**config.mk**
```make
export PLATFORM = sky130hd
export DESIGN_NAME = asctime_date_string_parser_core
export DESIGN_NICKNAME = d
export VERILOG_FILES = /design/src/hw/rtl/ascp_pkg.sv /design/src/hw/rtl/ascp_in_reg.sv /design/src/hw/rtl/ascp_field_decoder.sv /design/src/hw/rtl/ascp_out_reg.sv /design/src/hw/rtl/asctime_date_string_parser_core.sv
export SDC_FILE = /design/constraint.sdc
export NUM_CORES = 1
export LEC_CHECK = 0
export BUFFER_PORTS_ARGS = -buffer_cell sky130_fd_sc_hd__clkbuf_2
export CORE_MARGIN = 2
export CORE_UTILIZATION = 40
export DETAILED_ROUTE_END_ITERATION = 12
export PLACE_DENSITY = 0.57
export SLEW_MARGIN = 20
export SYNTH_ARGS = -nofsm -noshare
export SYNTH_HDL_FRONTEND = slang
export SYNTH_HIERARCHICAL = 1
export SYNTH_SLANG_ARGS = --single-unit
export TNS_END_PERCENT = 5
```
**constraint.sdc**
```tcl
create_clock -name clk -period 2.55 [get_ports clk]
set_clock_uncertainty 0.15 [all_clocks]
set_input_delay 0.255 -clock clk [delete_from_list [all_inputs] [get_ports clk]]
set_output_delay 0.255 -clock clk [all_outputs]
set_load 0.005 [all_outputs]
```
**src/hw/rtl/ascp_pkg.sv**
```systemverilog
// shared types and constants for the asctime date string parser
package ascp_pkg;

  // one-hot position within the date line
  typedef enum logic [6:0] {
    FIELD_WEEK   = 7'b0000001,
    FIELD_MONTH  = 7'b0000010,
    FIELD_DAY    = 7'b0000100,
    FIELD_HOUR   = 7'b0001000,
    FIELD_MINUTE = 7'b0010000,
    FIELD_SECOND = 7'b0100000,
    FIELD_YEAR   = 7'b1000000
  } field_t;

  localparam logic [7:0] NL_BYTE    = 8'h0A;
  localparam logic [7:0] SPACE_BYTE = 8'h20;
  localparam logic [7:0] COLON_BYTE = 8'h3A;
  localparam logic [7:0] DIGIT_LO   = 8'h30;
  localparam logic [7:0] DIGIT_HI   = 8'h39;

  localparam logic [2:0] WD_SUN = 3'd0;
  localparam logic [2:0] WD_MON = 3'd1;
  localparam logic [2:0] WD_TUE = 3'd2;
  localparam logic [2:0] WD_WED = 3'd3;
  localparam logic [2:0] WD_THU = 3'd4;
  localparam logic [2:0] WD_FRI = 3'd5;
  localparam logic [2:0] WD_SAT = 3'd6;

  localparam logic [3:0] MON_NONE = 4'd0;
  localparam logic [3:0] MON_JAN  = 4'd1;
  localparam logic [3:0] MON_FEB  = 4'd2;
  localparam logic [3:0] MON_MAR  = 4'd3;
  localparam logic [3:0] MON_APR  = 4'd4;
  localparam logic [3:0] MON_MAY  = 4'd5;
  localparam logic [3:0] MON_JUN  = 4'd6;
  localparam logic [3:0] MON_JUL  = 4'd7;
  localparam logic [3:0] MON_AUG  = 4'd8;
  localparam logic [3:0] MON_SEP  = 4'd9;
  localparam logic [3:0] MON_OCT  = 4'd10;
  localparam logic [3:0] MON_NOV  = 4'd11;
  localparam logic [3:0] MON_DEC  = 4'd12;

  typedef struct packed {
    logic [2:0]  weekday;
    logic [3:0]  month_num;
    logic [6:0]  day_of_month;
    logic [7:0]  hour_val;
    logic [7:0]  minute_val;
    logic [7:0]  second_val;
    logic [15:0] year_val;
    logic        name_error;
  } result_t;

  function automatic logic is_digit(input logic [7:0] b);
    return (b >= DIGIT_LO) && (b <= DIGIT_HI);
  endfunction

endpackage

```
**src/hw/rtl/ascp_in_reg.sv**
```systemverilog
// input byte register with valid/ready handshake
module ascp_in_reg (
  input  logic       clk,
  input  logic       rst,
  input  logic       in_valid,
  output logic       in_ready,
  input  logic [7:0] byte_in,
  input  logic       take,
  output logic       hold_valid,
  output logic [7:0] hold_byte
);

  // refill in the same cycle the held byte is consumed
  assign in_ready = !hold_valid || take;

  always_ff @(posedge clk) begin
    if (rst) begin
      hold_valid <= 1'b0;
    end else if (in_ready) begin
      hold_valid <= in_valid;
    end
  end

  always_ff @(posedge clk) begin
    if (in_valid && in_ready) begin
      hold_byte <= byte_in;
    end
  end

endmodule

```
**src/hw/rtl/ascp_field_decoder.sv**
```systemverilog
// field tracking and running values for one date line
module ascp_field_decoder (
  input  logic              clk,
  input  logic              rst,
  input  logic              step,
  input  logic [7:0]        byte_q,
  output logic              emit,
  output ascp_pkg::result_t result
);

  ascp_pkg::field_t field, field_next;
  logic [1:0]  char_index, char_index_next;
  logic [2:0]  week_code, week_code_next;
  logic [3:0]  month_code, month_code_next;
  logic        bad_name, bad_name_next;
  logic [6:0]  day_acc, day_acc_next;
  logic [7:0]  hour_acc, hour_acc_next;
  logic [7:0]  minute_acc, minute_acc_next;
  logic [7:0]  second_acc, second_acc_next;
  logic [15:0] year_acc, year_acc_next;
  logic        digits_done, digits_done_next;

  logic       is_nl, is_space, is_colon, dig, num_take, num_stop;
  logic [3:0] dval;

  assign is_nl    = (byte_q == ascp_pkg::NL_BYTE);
  assign is_space = (byte_q == ascp_pkg::SPACE_BYTE);
  assign is_colon = (byte_q == ascp_pkg::COLON_BYTE);
  assign dig      = ascp_pkg::is_digit(byte_q);
  assign dval     = byte_q[3:0];
  assign emit     = step && is_nl;

  // shared digit intake rule of hour, minute, second and year
  assign num_take = !digits_done && dig;
  assign num_stop = !digits_done && !dig && !(is_space && (char_index == 2'd0));

  assign result.weekday      = week_code;
  assign result.month_num    = month_code;
  assign result.day_of_month = day_acc;
  assign result.hour_val     = hour_acc;
  assign result.minute_val   = minute_acc;
  assign result.second_val   = second_acc;
  assign result.year_val     = year_acc;
  assign result.name_error   = bad_name || (month_code == ascp_pkg::MON_NONE);

  always_comb begin
    field_next       = field;
    char_index_next  = char_index;
    week_code_next   = week_code;
    month_code_next  = month_code;
    bad_name_next    = bad_name;
    day_acc_next     = day_acc;
    hour_acc_next    = hour_acc;
    minute_acc_next  = minute_acc;
    second_acc_next  = second_acc;
    year_acc_next    = year_acc;
    digits_done_next = digits_done;
    priority if (is_nl) begin
      field_next       = ascp_pkg::FIELD_WEEK;
      char_index_next  = 2'd0;
      week_code_next   = ascp_pkg::WD_SUN;
      month_code_next  = ascp_pkg::MON_NONE;
      bad_name_next    = 1'b0;
      day_acc_next     = '0;
      hour_acc_next    = '0;
      minute_acc_next  = '0;
      second_acc_next  = '0;
      year_acc_next    = '0;
      digits_done_next = 1'b0;
    end else begin
      unique case (field)
        ascp_pkg::FIELD_WEEK: begin
          if (char_index != 2'd0 && is_space) begin
            field_next       = ascp_pkg::FIELD_MONTH;
            char_index_next  = 2'd0;
            digits_done_next = 1'b0;
          end else begin
            if (char_index == 2'd0) begin
              unique case (byte_q)
                "S":     week_code_next = ascp_pkg::WD_SUN;
                "M":     week_code_next = ascp_pkg::WD_MON;
                "T":     week_code_next = ascp_pkg::WD_TUE;
                "W":     week_code_next = ascp_pkg::WD_WED;
                "F":     week_code_next = ascp_pkg::WD_FRI;
                default: begin
                  week_code_next = ascp_pkg::WD_SUN;
                  bad_name_next  = 1'b1;
                end
              endcase
            end else if (char_index == 2'd1) begin
              if (byte_q == "a" && week_code == ascp_pkg::WD_SUN && !bad_name) begin
                week_code_next = ascp_pkg::WD_SAT;
              end else if (byte_q == "h" && week_code == ascp_pkg::WD_TUE) begin
                week_code_next = ascp_pkg::WD_THU;
              end
            end
            if (char_index != 2'd3) char_index_next = char_index + 2'd1;
          end
        end
        ascp_pkg::FIELD_MONTH: begin
          if (is_space) begin
            field_next       = ascp_pkg::FIELD_DAY;
            char_index_next  = 2'd0;
            digits_done_next = 1'b0;
          end else begin
            if (char_index == 2'd0) begin
              unique case (byte_q)
                "J":     month_code_next = ascp_pkg::MON_JAN;
                "F":     month_code_next = ascp_pkg::MON_FEB;
                "M":     month_code_next = ascp_pkg::MON_MAR;
                "A":     month_code_next = ascp_pkg::MON_APR;
                "S":     month_code_next = ascp_pkg::MON_SEP;
                "O":     month_code_next = ascp_pkg::MON_OCT;
                "N":     month_code_next = ascp_pkg::MON_NOV;
                "D":     month_code_next = ascp_pkg::MON_DEC;
                default: begin
                  month_code_next = ascp_pkg::MON_NONE;
                  bad_name_next   = 1'b1;
                end
              endcase
            end else if (char_index == 2'd1) begin
              if (byte_q == "u" && month_code == ascp_pkg::MON_JAN) begin
                month_code_next = ascp_pkg::MON_JUN;
              end else if (byte_q == "u" && month_code == ascp_pkg::MON_APR) begin
                month_code_next = ascp_pkg::MON_AUG;
              end
            end else if (char_index == 2'd2) begin
              if (byte_q == "l" && month_code == ascp_pkg::MON_JUN) begin
                month_code_next = ascp_pkg::MON_JUL;
              end else if (byte_q == "y" && month_code == ascp_pkg::MON_MAR) begin
                month_code_next = ascp_pkg::MON_MAY;
              end
            end
            if (char_index != 2'd3) char_index_next = char_index + 2'd1;
          end
        end
        ascp_pkg::FIELD_DAY: begin
          if (!digits_done) begin
            if (dig) begin
              day_acc_next = 7'(({3'b000, day_acc} << 3) + ({3'b000, day_acc} << 1)
                                + {6'd0, dval});
            end else if (!is_space) begin
              digits_done_next = 1'b1;
            end
          end
          // exactly two bytes in the day field
          if (char_index == 2'd1) begin
            field_next       = ascp_pkg::FIELD_HOUR;
            char_index_next  = 2'd0;
            digits_done_next = 1'b0;
          end else begin
            char_index_next = char_index + 2'd1;
          end
        end
        ascp_pkg::FIELD_HOUR: begin
          if (is_colon) begin
            field_next       = ascp_pkg::FIELD_MINUTE;
            char_index_next  = 2'd0;
            digits_done_next = 1'b0;
          end else if (num_take) begin
            hour_acc_next   = 8'((hour_acc << 3) + (hour_acc << 1) + {4'd0, dval});
            char_index_next = 2'd1;
          end else if (num_stop) begin
            digits_done_next = 1'b1;
          end
        end
        ascp_pkg::FIELD_MINUTE: begin
          if (is_colon) begin
            field_next       = ascp_pkg::FIELD_SECOND;
            char_index_next  = 2'd0;
            digits_done_next = 1'b0;
          end else if (num_take) begin
            minute_acc_next = 8'((minute_acc << 3) + (minute_acc << 1) + {4'd0, dval});
            char_index_next = 2'd1;
          end else if (num_stop) begin
            digits_done_next = 1'b1;
          end
        end
        ascp_pkg::FIELD_SECOND: begin
          if (is_space) begin
            field_next       = ascp_pkg::FIELD_YEAR;
            char_index_next  = 2'd0;
            digits_done_next = 1'b0;
          end else if (num_take) begin
            second_acc_next = 8'((second_acc << 3) + (second_acc << 1) + {4'd0, dval});
            char_index_next = 2'd1;
          end else if (num_stop) begin
            digits_done_next = 1'b1;
          end
        end
        ascp_pkg::FIELD_YEAR: begin
          // trailing bytes stay in the year field
          if (num_take) begin
            year_acc_next   = 16'((year_acc << 3) + (year_acc << 1) + {12'd0, dval});
            char_index_next = 2'd1;
          end else if (num_stop) begin
            digits_done_next = 1'b1;
          end
        end
        default: begin
        end
      endcase
    end
  end

  always_ff @(posedge clk) begin
    if (rst) begin
      field       <= ascp_pkg::FIELD_WEEK;
      char_index  <= 2'd0;
      week_code   <= ascp_pkg::WD_SUN;
      month_code  <= ascp_pkg::MON_NONE;
      bad_name    <= 1'b0;
      day_acc     <= '0;
      hour_acc    <= '0;
      minute_acc  <= '0;
      second_acc  <= '0;
      year_acc    <= '0;
      digits_done <= 1'b0;
    end else if (step) begin
      field       <= field_next;
      char_index  <= char_index_next;
      week_code   <= week_code_next;
      month_code  <= month_code_next;
      bad_name    <= bad_name_next;
      day_acc     <= day_acc_next;
      hour_acc    <= hour_acc_next;
      minute_acc  <= minute_acc_next;
      second_acc  <= second_acc_next;
      year_acc    <= year_acc_next;
      digits_done <= digits_done_next;
    end
  end

  a_line_restart: assert property (@(posedge clk) disable iff (rst)
    emit |=> (field == ascp_pkg::FIELD_WEEK && char_index == 2'd0 && !bad_name))
    else $error("state not cleared after newline");

  a_day_two_bytes: assert property (@(posedge clk) disable iff (rst)
    (field == ascp_pkg::FIELD_DAY) |-> (char_index == 2'd0 || char_index == 2'd1))
    else $error("day field ran past two bytes");

  a_bad_name_code: assert property (@(posedge clk) disable iff (rst)
    bad_name |-> (week_code == ascp_pkg::WD_SUN || month_code == ascp_pkg::MON_NONE))
    else $error("unknown name left a nonzero code");

endmodule

```
**src/hw/rtl/ascp_out_reg.sv**
```systemverilog
// result register with valid/ready handshake
module ascp_out_reg (
  input  logic              clk,
  input  logic              rst,
  input  logic              load,
  input  ascp_pkg::result_t result,
  output logic              out_free,
  output logic              out_valid,
  input  logic              out_ready,
  output logic [2:0]        weekday,
  output logic [3:0]        month_num,
  output logic [6:0]        day_of_month,
  output logic [7:0]        hour_val,
  output logic [7:0]        minute_val,
  output logic [7:0]        second_val,
  output logic [15:0]       year_val,
  output logic              name_error
);

  ascp_pkg::result_t held;

  assign out_free = !out_valid || out_ready;

  always_ff @(posedge clk) begin
    if (rst) begin
      out_valid <= 1'b0;
    end else if (out_free) begin
      out_valid <= load;
    end
  end

  always_ff @(posedge clk) begin
    if (load && out_free) begin
      held <= result;
    end
  end

  assign weekday      = held.weekday;
  assign month_num    = held.month_num;
  assign day_of_month = held.day_of_month;
  assign hour_val     = held.hour_val;
  assign minute_val   = held.minute_val;
  assign second_val   = held.second_val;
  assign year_val     = held.year_val;
  assign name_error   = held.name_error;

endmodule

```
**src/hw/rtl/asctime_date_string_parser_core.sv**
```systemverilog
// Streaming parser for ctime-style date lines "Www Mmm dd hh:mm:ss yyyy\n": one byte is
// transferred per cycle, registered, then decoded in the next cycle against the field
// state; a newline loads one result into the output register, so a result is offered the
// cycle after its newline leaves the input register. Sustained rate is one byte per clock;
// the only stall is a newline meeting an output register that is still full and not being
// taken. Every other byte produces no result.
module asctime_date_string_parser_core (
  input  logic        clk,
  input  logic        rst,
  input  logic        in_valid,
  output logic        in_ready,
  input  logic [7:0]  byte_in,
  output logic        out_valid,
  input  logic        out_ready,
  output logic [2:0]  weekday,
  output logic [3:0]  month_num,
  output logic [6:0]  day_of_month,
  output logic [7:0]  hour_val,
  output logic [7:0]  minute_val,
  output logic [7:0]  second_val,
  output logic [15:0] year_val,
  output logic        name_error
);

  logic              hold_valid;
  logic [7:0]        hold_byte;
  logic              take;
  logic              emit;
  logic              out_free;
  ascp_pkg::result_t result;

  // a newline needs room in the result register, anything else always proceeds
  assign take = hold_valid && ((hold_byte != ascp_pkg::NL_BYTE) || out_free);

  ascp_in_reg u_in_reg (
    .clk        (clk),
    .rst        (rst),
    .in_valid   (in_valid),
    .in_ready   (in_ready),
    .byte_in    (byte_in),
    .take       (take),
    .hold_valid (hold_valid),
    .hold_byte  (hold_byte)
  );

  ascp_field_decoder u_decoder (
    .clk    (clk),
    .rst    (rst),
    .step   (take),
    .byte_q (hold_byte),
    .emit   (emit),
    .result (result)
  );

  ascp_out_reg u_out_reg (
    .clk          (clk),
    .rst          (rst),
    .load         (emit),
    .result       (result),
    .out_free     (out_free),
    .out_valid    (out_valid),
    .out_ready    (out_ready),
    .weekday      (weekday),
    .month_num    (month_num),
    .day_of_month (day_of_month),
    .hour_val     (hour_val),
    .minute_val   (minute_val),
    .second_val   (second_val),
    .year_val     (year_val),
    .name_error   (name_error)
  );

  a_no_overwrite: assert property (@(posedge clk) disable iff (rst)
    emit |-> out_free)
    else $error("result emitted into a full output register");

  a_emit_shows: assert property (@(posedge clk) disable iff (rst)
    emit |=> out_valid)
    else $error("emitted result not offered");

endmodule
```
==> results of run 1 <==
-- worst reg2reg max path, cell delays in order (launching register included) --
cell      delay [ps]
edfxtp_1         400
buf_6            160
fa_1             540
inv_1             70
fa_2             360
nor2b_2          150
o31ai_2           80
a21oi_2          210
a31oi_1          130
xnor2_1          140
a22o_1           190
-- cell families after synthesis --
| kind of cell | after synthesis | synth area share |
|---|---|---|
| AND/OR/NAND/NOR | 214 | 0.171 |
| AO/OA/AOI/OAI | 166 | 0.157 |
| flip-flops | 130 | 0.442 |
| adder cells (fa/ha/maj) | 77 | 0.142 |
| buffers and inverters | 58 | 0.0340 |
| XOR/XNOR | 37 | 0.0443 |
| multiplexers | 7 | 0.00958 |
-- cells in the mapped netlist (3+ instances only) --
cell type | instances | area, µm²
a22o_1 | 10 | 87.6
nand2b_1 | 4 | 25.0
ha_1 | 67 | 838
nor3b_1 | 3 | 22.5
o41ai_1 | 4 | 35.0
o211ai_1 | 6 | 45.0
nor2b_1 | 10 | 62.6
o2bb2ai_1 | 4 | 35.0
inv_1 | 35 | 131
o31ai_1 | 5 | 37.5
xor2_1 | 15 | 131
or3_1 | 10 | 62.6
a211oi_1 | 4 | 30.0
a22oi_1 | 7 | 52.6
o21ai_2 | 5 | 43.8
mux2i_1 | 7 | 70.1
clkbuf_1 | 15 | 56.3
nand3_1 | 22 | 110
fa_1 | 10 | 200
and3_1 | 9 | 56.3
a31oi_1 | 9 | 56.3
nand3b_1 | 8 | 60.1
nand4b_1 | 3 | 26.3
nand2_1 | 42 | 158
nor2_1 | 47 | 176
xnor2_1 | 22 | 193
and4_1 | 4 | 35.0
o21bai_1 | 3 | 22.5
a21o_1 | 13 | 97.6
nand4_1 | 8 | 50.1
buf_4 | 4 | 30.0
nor3_1 | 11 | 55.1
a21oi_1 | 48 | 240
dfxtp_1 | 67 | 1340
edfxtp_1 | 63 | 1890
a41oi_1 | 3 | 26.3
o21a_1 | 6 | 45.0
o21ai_0 | 18 | 90.1
-- report_power, final --
part	leakage (nW)	internal (mW)	total (mW)	switching [mW]
Clock	0.270	1.42	2.36	0.941
Sequential	1.03	2.19	2.21	0.0222
Combinational	2.55	0.119	0.285	0.166
Total	3.85	3.73	4.86	1.13
-- metal layers --
| metal | vias to the layer above | routed length [µm] | global-route usage |
|---|---|---|---|
| li1 | 2869 | - | - |
| met1 | 2813 | 8340 | 0.250 |
| met2 | 142 | 8860 | 0.324 |
| met3 | 13 | 715 | 0.0317 |
| met4 | 0 | 189 | 0.0670 |
| met5 | - | 0 | 0 |
-- state kept, by name (all words and copies together) (netlist names) --
name,flops
u_decoder/bad_name,1
u_decoder/char_index,2
u_decoder/day_acc,7
u_decoder/digits_done,1
u_decoder/field,7
u_decoder/hour_acc,8
u_decoder/minute_acc,8
u_decoder/month_code,4
u_decoder/second_acc,8
u_decoder/week_code,3
u_decoder/year_acc,16
u_in_reg/hold_byte,8
u_in_reg/hold_valid,1
u_out_reg/day_of_month,7
u_out_reg/hour_val,8
u_out_reg/minute_val,8
u_out_reg/month_num,4
u_out_reg/name_error,1
u_out_reg/out_valid,1
u_out_reg/second_val,8
u_out_reg/weekday,3
u_out_reg/year_val,16
-- layout make-up --
type	count	share of cell area
sequential	130	0.350
timing repair buffer	153	0.115
multi-input combinational	501	0.427
tap	229	0.0310
clock inverter	11	0.0112
clock buffer	21	0.0509
inverter	36	0.0146
-- repair_timing --
item | 4_1_cts | 5_1_grt
setup endpoints to repair | 18 | 30
pin swaps | 5 | 4
hold buffers | 10 | 0
hold endpoints to repair | 10 | 0
resized for setup | 10 | 11
-- worst max-delay path by stage --
stage	from	to	slack [ps]
after floorplan	u_in_reg/hold_byte[3]	u_decoder/year_acc[13]	-20
after global placement	u_in_reg/hold_byte[3]	u_decoder/year_acc[14]	-90
after detailed placement	u_in_reg/hold_byte[3]	u_decoder/year_acc[14]	-140
after CTS	u_in_reg/hold_byte[3]	u_decoder/year_acc[14]	-130
after global routing	u_in_reg/hold_byte[3]	u_decoder/year_acc[14]	-270
final	u_in_reg/hold_byte[3]	u_decoder/year_acc[14]	-120
==> results.yml, run 1 <==
power:
  fin_total_pwr_mw: 4.86
  p_leak_nw: 3.85
  p_per_area_mw_per_mm2: 526
  vdd.ir_drop.worst_mv: 0.443
sta:
  tightest_slew_ps: 473
  tns_ps: -694
  grt_setup_unrepaired: "yes"
  slew_headroom: 0.682
  slew_viol_final: 0
  setup_violations: 11
  finalCriticalPeriod_ps: 2670
  setup_ws_ps: -117
  max_freq_ghz: 0.375
  holdWs_ps: 193
  hold_viol_final: 0
  finalCritPeriodShare: 1.05
critical_path:
  crit_chain: "buf_6 > fa_1 > inv_1 > fa_2 > nor2b_2 > o31ai_2 > a21oi_2 > a31oi_1 > xnor2_1 > a22o_1"
  start_kind: "flop"
  cp.arrival_ps: 2830
  cp.depth: 10
  cp.buffers_inverters: 2
  cp.required_ps: 2710
  crit_path_end_kind: "flop"
  reg2reg_from: "u_in_reg/hold_byte[3]"
  reg2reg_to: "u_decoder/year_acc[14]"
  path_delay_family: "adder cells"
  cp_max_fo: 5
  critPathMaxStageDelay_ps: 540
  rrSetupSlack_ps: -120
  worstSetupPathType: "flop to flop"
  r2r_cells: 10
  slowest_stage: "fa_1"
floorplan:
  placementRows: 49
  die_w_um: 139
  die_h_um: 139
  start_util: 0.407
  die-area_mm2: 0.0194
  io_pins: 69
  core_area_mm2: 0.0180
routing:
  drcViolationCount: 0
  totalWireLength_um: 18100
  vias: 5837
  dr.pass1.iters: 5
  vias_per_cell: 5.40
  drtIter0Drc: 383
  wl_per_cell_um: 16.8
  antenna_left: 0
cells_and_area:
  drive_above_1_share: 0.272
  regArea_mm2: 0.00323
  area_growth_syn_to_layout_pct: 26.3
  stdcell_count: 1081
  diodes: 0
  final_area_mm2: 0.00924
  fill_cells: 1620
  final_cell_mix: "69 x buf_4, 68 x clkbuf_2, 67 x dfxtp_1"
  layout_commonest_cell: "buf_4"
  multiInputGateArea_mm2: 0.00395
  post-route-util: 0.514
  fin_nets: 928
placed_design:
  gp_congestion: 0.919
  dp_cells: 1039
  portBuffers: 68
  post-place-ws_ps: -138
  dp_hpwl_um: 13500
  placed_cell_area_mm2: 0.00848
min_path:
  hp-class: "input port to flop"
  hold-path-cell-count: 5
  hold_end: "u_decoder/bad_name"
  min_from: "rst"
logic_synthesis:
  syn_nets: 778
  netlist_area_mm2: 0.00732
  synth_flop_cell: "dfxtp_1"
  synth_area_per_cell_um2: 10.6
  netlist_instances: 689
  ys_warn_count: 6
  yosys.cell_types.count: 81
  ys_seq_area_frac: 0.442
  synth-seq-cells: 130
  synthArstFlopShare: 0
  synth_edf_count: 63
outcome:
  violations: "setup timing"
  status: "finished with violations"
global_routing:
  grt_use_total: 0.192
  grt_pass1_vias: 5916
  grt_max_degree: 39
  grt_pass1_wl_um: 30000
  antenna_found_initial: 0
  overflow: 0
clock_network:
  cts.path.max_buffers: 2
  cts.sinks: 130
  cts_tree: "done"
  numCtsBuffers: 17
  cts_setup_buffers: 0
  cts.root.buffer_cell: "clkbuf_16"
  clock_latency_ps: 420
  h-tree-depth: 4
  clk_pin_slew_ps: 60
job:
  drv_cap: 0
Power figures use the tool's default switching activity.
==> run 2: changes to the inputs <==
--- a/config.mk
+++ b/config.mk
@@ -10,9 +10,9 @@
 export CORE_UTILIZATION = 40
 export DETAILED_ROUTE_END_ITERATION = 12
 export PLACE_DENSITY = 0.57
+export SETUP_SLACK_MARGIN = 0.5
 export SLEW_MARGIN = 20
 export SYNTH_ARGS = -nofsm -noshare
 export SYNTH_HDL_FRONTEND = slang
-export SYNTH_HIERARCHICAL = 1
 export SYNTH_SLANG_ARGS = --single-unit
 export TNS_END_PERCENT = 5
==> results.yml, run 2 <==
outcome:
  status: "finished with violations"
  violations: "setup timing"
global_routing:
  met1_usage: 0.262
  grt.met3_usage: 0.0366
  grt_busiest_layer: "met2"
  antenna_found_initial: 0
  grt_max_degree: 41
  grt_use_total: 0.200
  grt_pass1_wl_um: 31400
  overflow: 0
  grt_pass1_vias: 6132
  grt_util_met2: 0.334
critical_path:
  worstSetupPathType: "flop to flop"
  start_kind: "flop"
  cp_max_fo: 3
  cp.arrival_ps: 2960
  crit_path_end_kind: "flop"
  rrSetupSlack_ps: -270
  cp.required_ps: 2700
  r2r_cells: 9
clock_network:
  clk_pin_slew_ps: 60
  clock_latency_ps: 420
  cts.sinks: 130
  cts.path.max_buffers: 2
  numCtsBuffers: 17
  cts.root.buffer_cell: "clkbuf_16"
  h-tree-depth: 4
  cts_tree: "done"
routing:
  totalWireLength_um: 18900
  drcViolationCount: 0
  vias: 6090
  antenna_left: 0
  drtIter0Drc: 377
  dr.pass1.iters: 5
  vias_per_cell: 5.52
  wl_per_cell_um: 17.2
logic_synthesis:
  yosys.cell_types.count: 70
  synth_flop_cell: "dfxtp_1"
  syn_nets: 809
  netlist_instances: 719
  synth_edf_count: 63
  synth_area_leaders: "edfxtp_1 26%, dfxtp_1 18%, ha_1 12%"
  netlist_area_mm2: 0.00729
  yosys.area.top_type: "edfxtp_1"
  synth-seq-cells: 130
  synthArstFlopShare: 0
  synth_common_cells: "68 x ha_1, 67 x dfxtp_1, 65 x a21oi_1"
  synth.most_common_cell: "ha_1"
  yosys.area.top_type_share: 0.260
  ys_seq_area_frac: 0.444
  ys_warn_count: 0
  synth_area_per_cell_um2: 10.1
job:
  drv_cap: 0
placed_design:
  dp_cells: 1056
  dp_hpwl_um: 13600
  post-place-ws_ps: -267
  portBuffers: 68
  gp_congestion: 0.924
sta:
  slew_viol_final: 0
  max_freq_ghz: 0.355
  tightest_slew_ps: 673
  tns_ps: -1780
  finalCritPeriodShare: 1.10
  grt_setup_unrepaired: "yes"
  setup_ws_ps: -267
  setup_violations: 14
  finalCriticalPeriod_ps: 2820
  slew_headroom: 0.551
  hold_viol_final: 0
floorplan:
  die_w_um: 139
  die-area_mm2: 0.0193
  placementRows: 49
  io_pins: 69
  die_h_um: 139
  core_area_mm2: 0.0179
  start_util: 0.407
cells_and_area:
  diodes: 0
  stdcell_count: 1103
  layout_commonest_cell: "clkbuf_2"
  fill_cells: 1622
  final_cell_mix: "68 x clkbuf_2, 67 x dfxtp_1, 63 x edfxtp_1"
  fin_nets: 951
  drive_above_1_share: 0.279
  area_growth_syn_to_layout_pct: 30.7
min_path:
  hold-path-cell-count: 4
  hp-class: "input port to flop"
power:
  p_leak_nw: 3.98
  fin_total_pwr_mw: 5.05
  vdd.ir_drop.worst_mv: 0.512
  p_per_area_mw_per_mm2: 530
run 2: logic make-up after synthesis:
family                     share of synthesized area
and+or+nand+nor                                0.172
buffers and inverters                         0.0369
AOI/OAI and AO/OA                              0.153
adders and majority gates                      0.144
DFF                                            0.444
muxes                                         0.0110
xor gates and xnor gates                      0.0397
run 2: worst max-delay path, stage by stage (launching register included):
cell      delay, ps
edfxtp_1        420
fa_2            460
inv_2            80
fa_2            210
nor2b_2          50
o31a_1          260
o221a_2         300
a311o_1         370
o311ai_2        260
o211ai_1        120
run 2: what timing repair did:
item                                   CTS  global route
endpoints found under the hold margin    9             0
hold buffers                             9             0
gates resized for setup                 65            14
gates cloned                             0             0
setup buffers                            5             1
pin swaps                               22             7
setup endpoints to repair              130           131
run 2: path summary, 6_finish.rpt:
check,startpoint,endpoint
max,u_in_reg.hold_byte[3],u_decoder.year_acc[14]
min,out_ready,u_in_reg.hold_valid
max reg2reg,u_in_reg.hold_byte[3],u_decoder.year_acc[14]
min reg2reg,u_decoder.hour_acc[7],u_out_reg.hour_val[7]
run 2: area by class of cell:
type / count / area, µm² / share of cell area
Inverter: 34 / 131 / 0.0138
Multi-Input combinational cell: 519 / 4090 / 0.429
Clock buffer: 21 / 460 / 0.0483
Timing Repair Buffer: 159 / 1170 / 0.123
Tap cell: 229 / 287 / 0.0301
Clock inverter: 11 / 154 / 0.0162
Sequential cell: 130 / 3230 / 0.339
run 2: report_power, final:
group          internal (mW)  switching [mW]  total (mW)
Combinational          0.126           0.178       0.305
Clock                   1.60           0.936        2.53
Sequential              2.19          0.0223        2.21
Total                   3.91            1.14        5.05
run 2: through the flow:
| stage | hold slack, ps | util | cell area, µm² |
|---|---|---|---|
| CTS | 58.4 | 0.529 | 9470 |
| global route | 117 | 0.532 | 9530 |
| finish | 78.5 | 0.532 | 9530 |
| floorplan | 204 | - | 7350 |
| global placement | 271 | 0.471 | 8430 |
| detailed placement | 265 | 0.471 | 8430 |
run 2: routing by layer:
layer,part of all wire,vias up
met2,0.49,161
met3,0.041,21
met4,0.015,0
met5,0,-
met1,0.46,2944
li1,-,2964
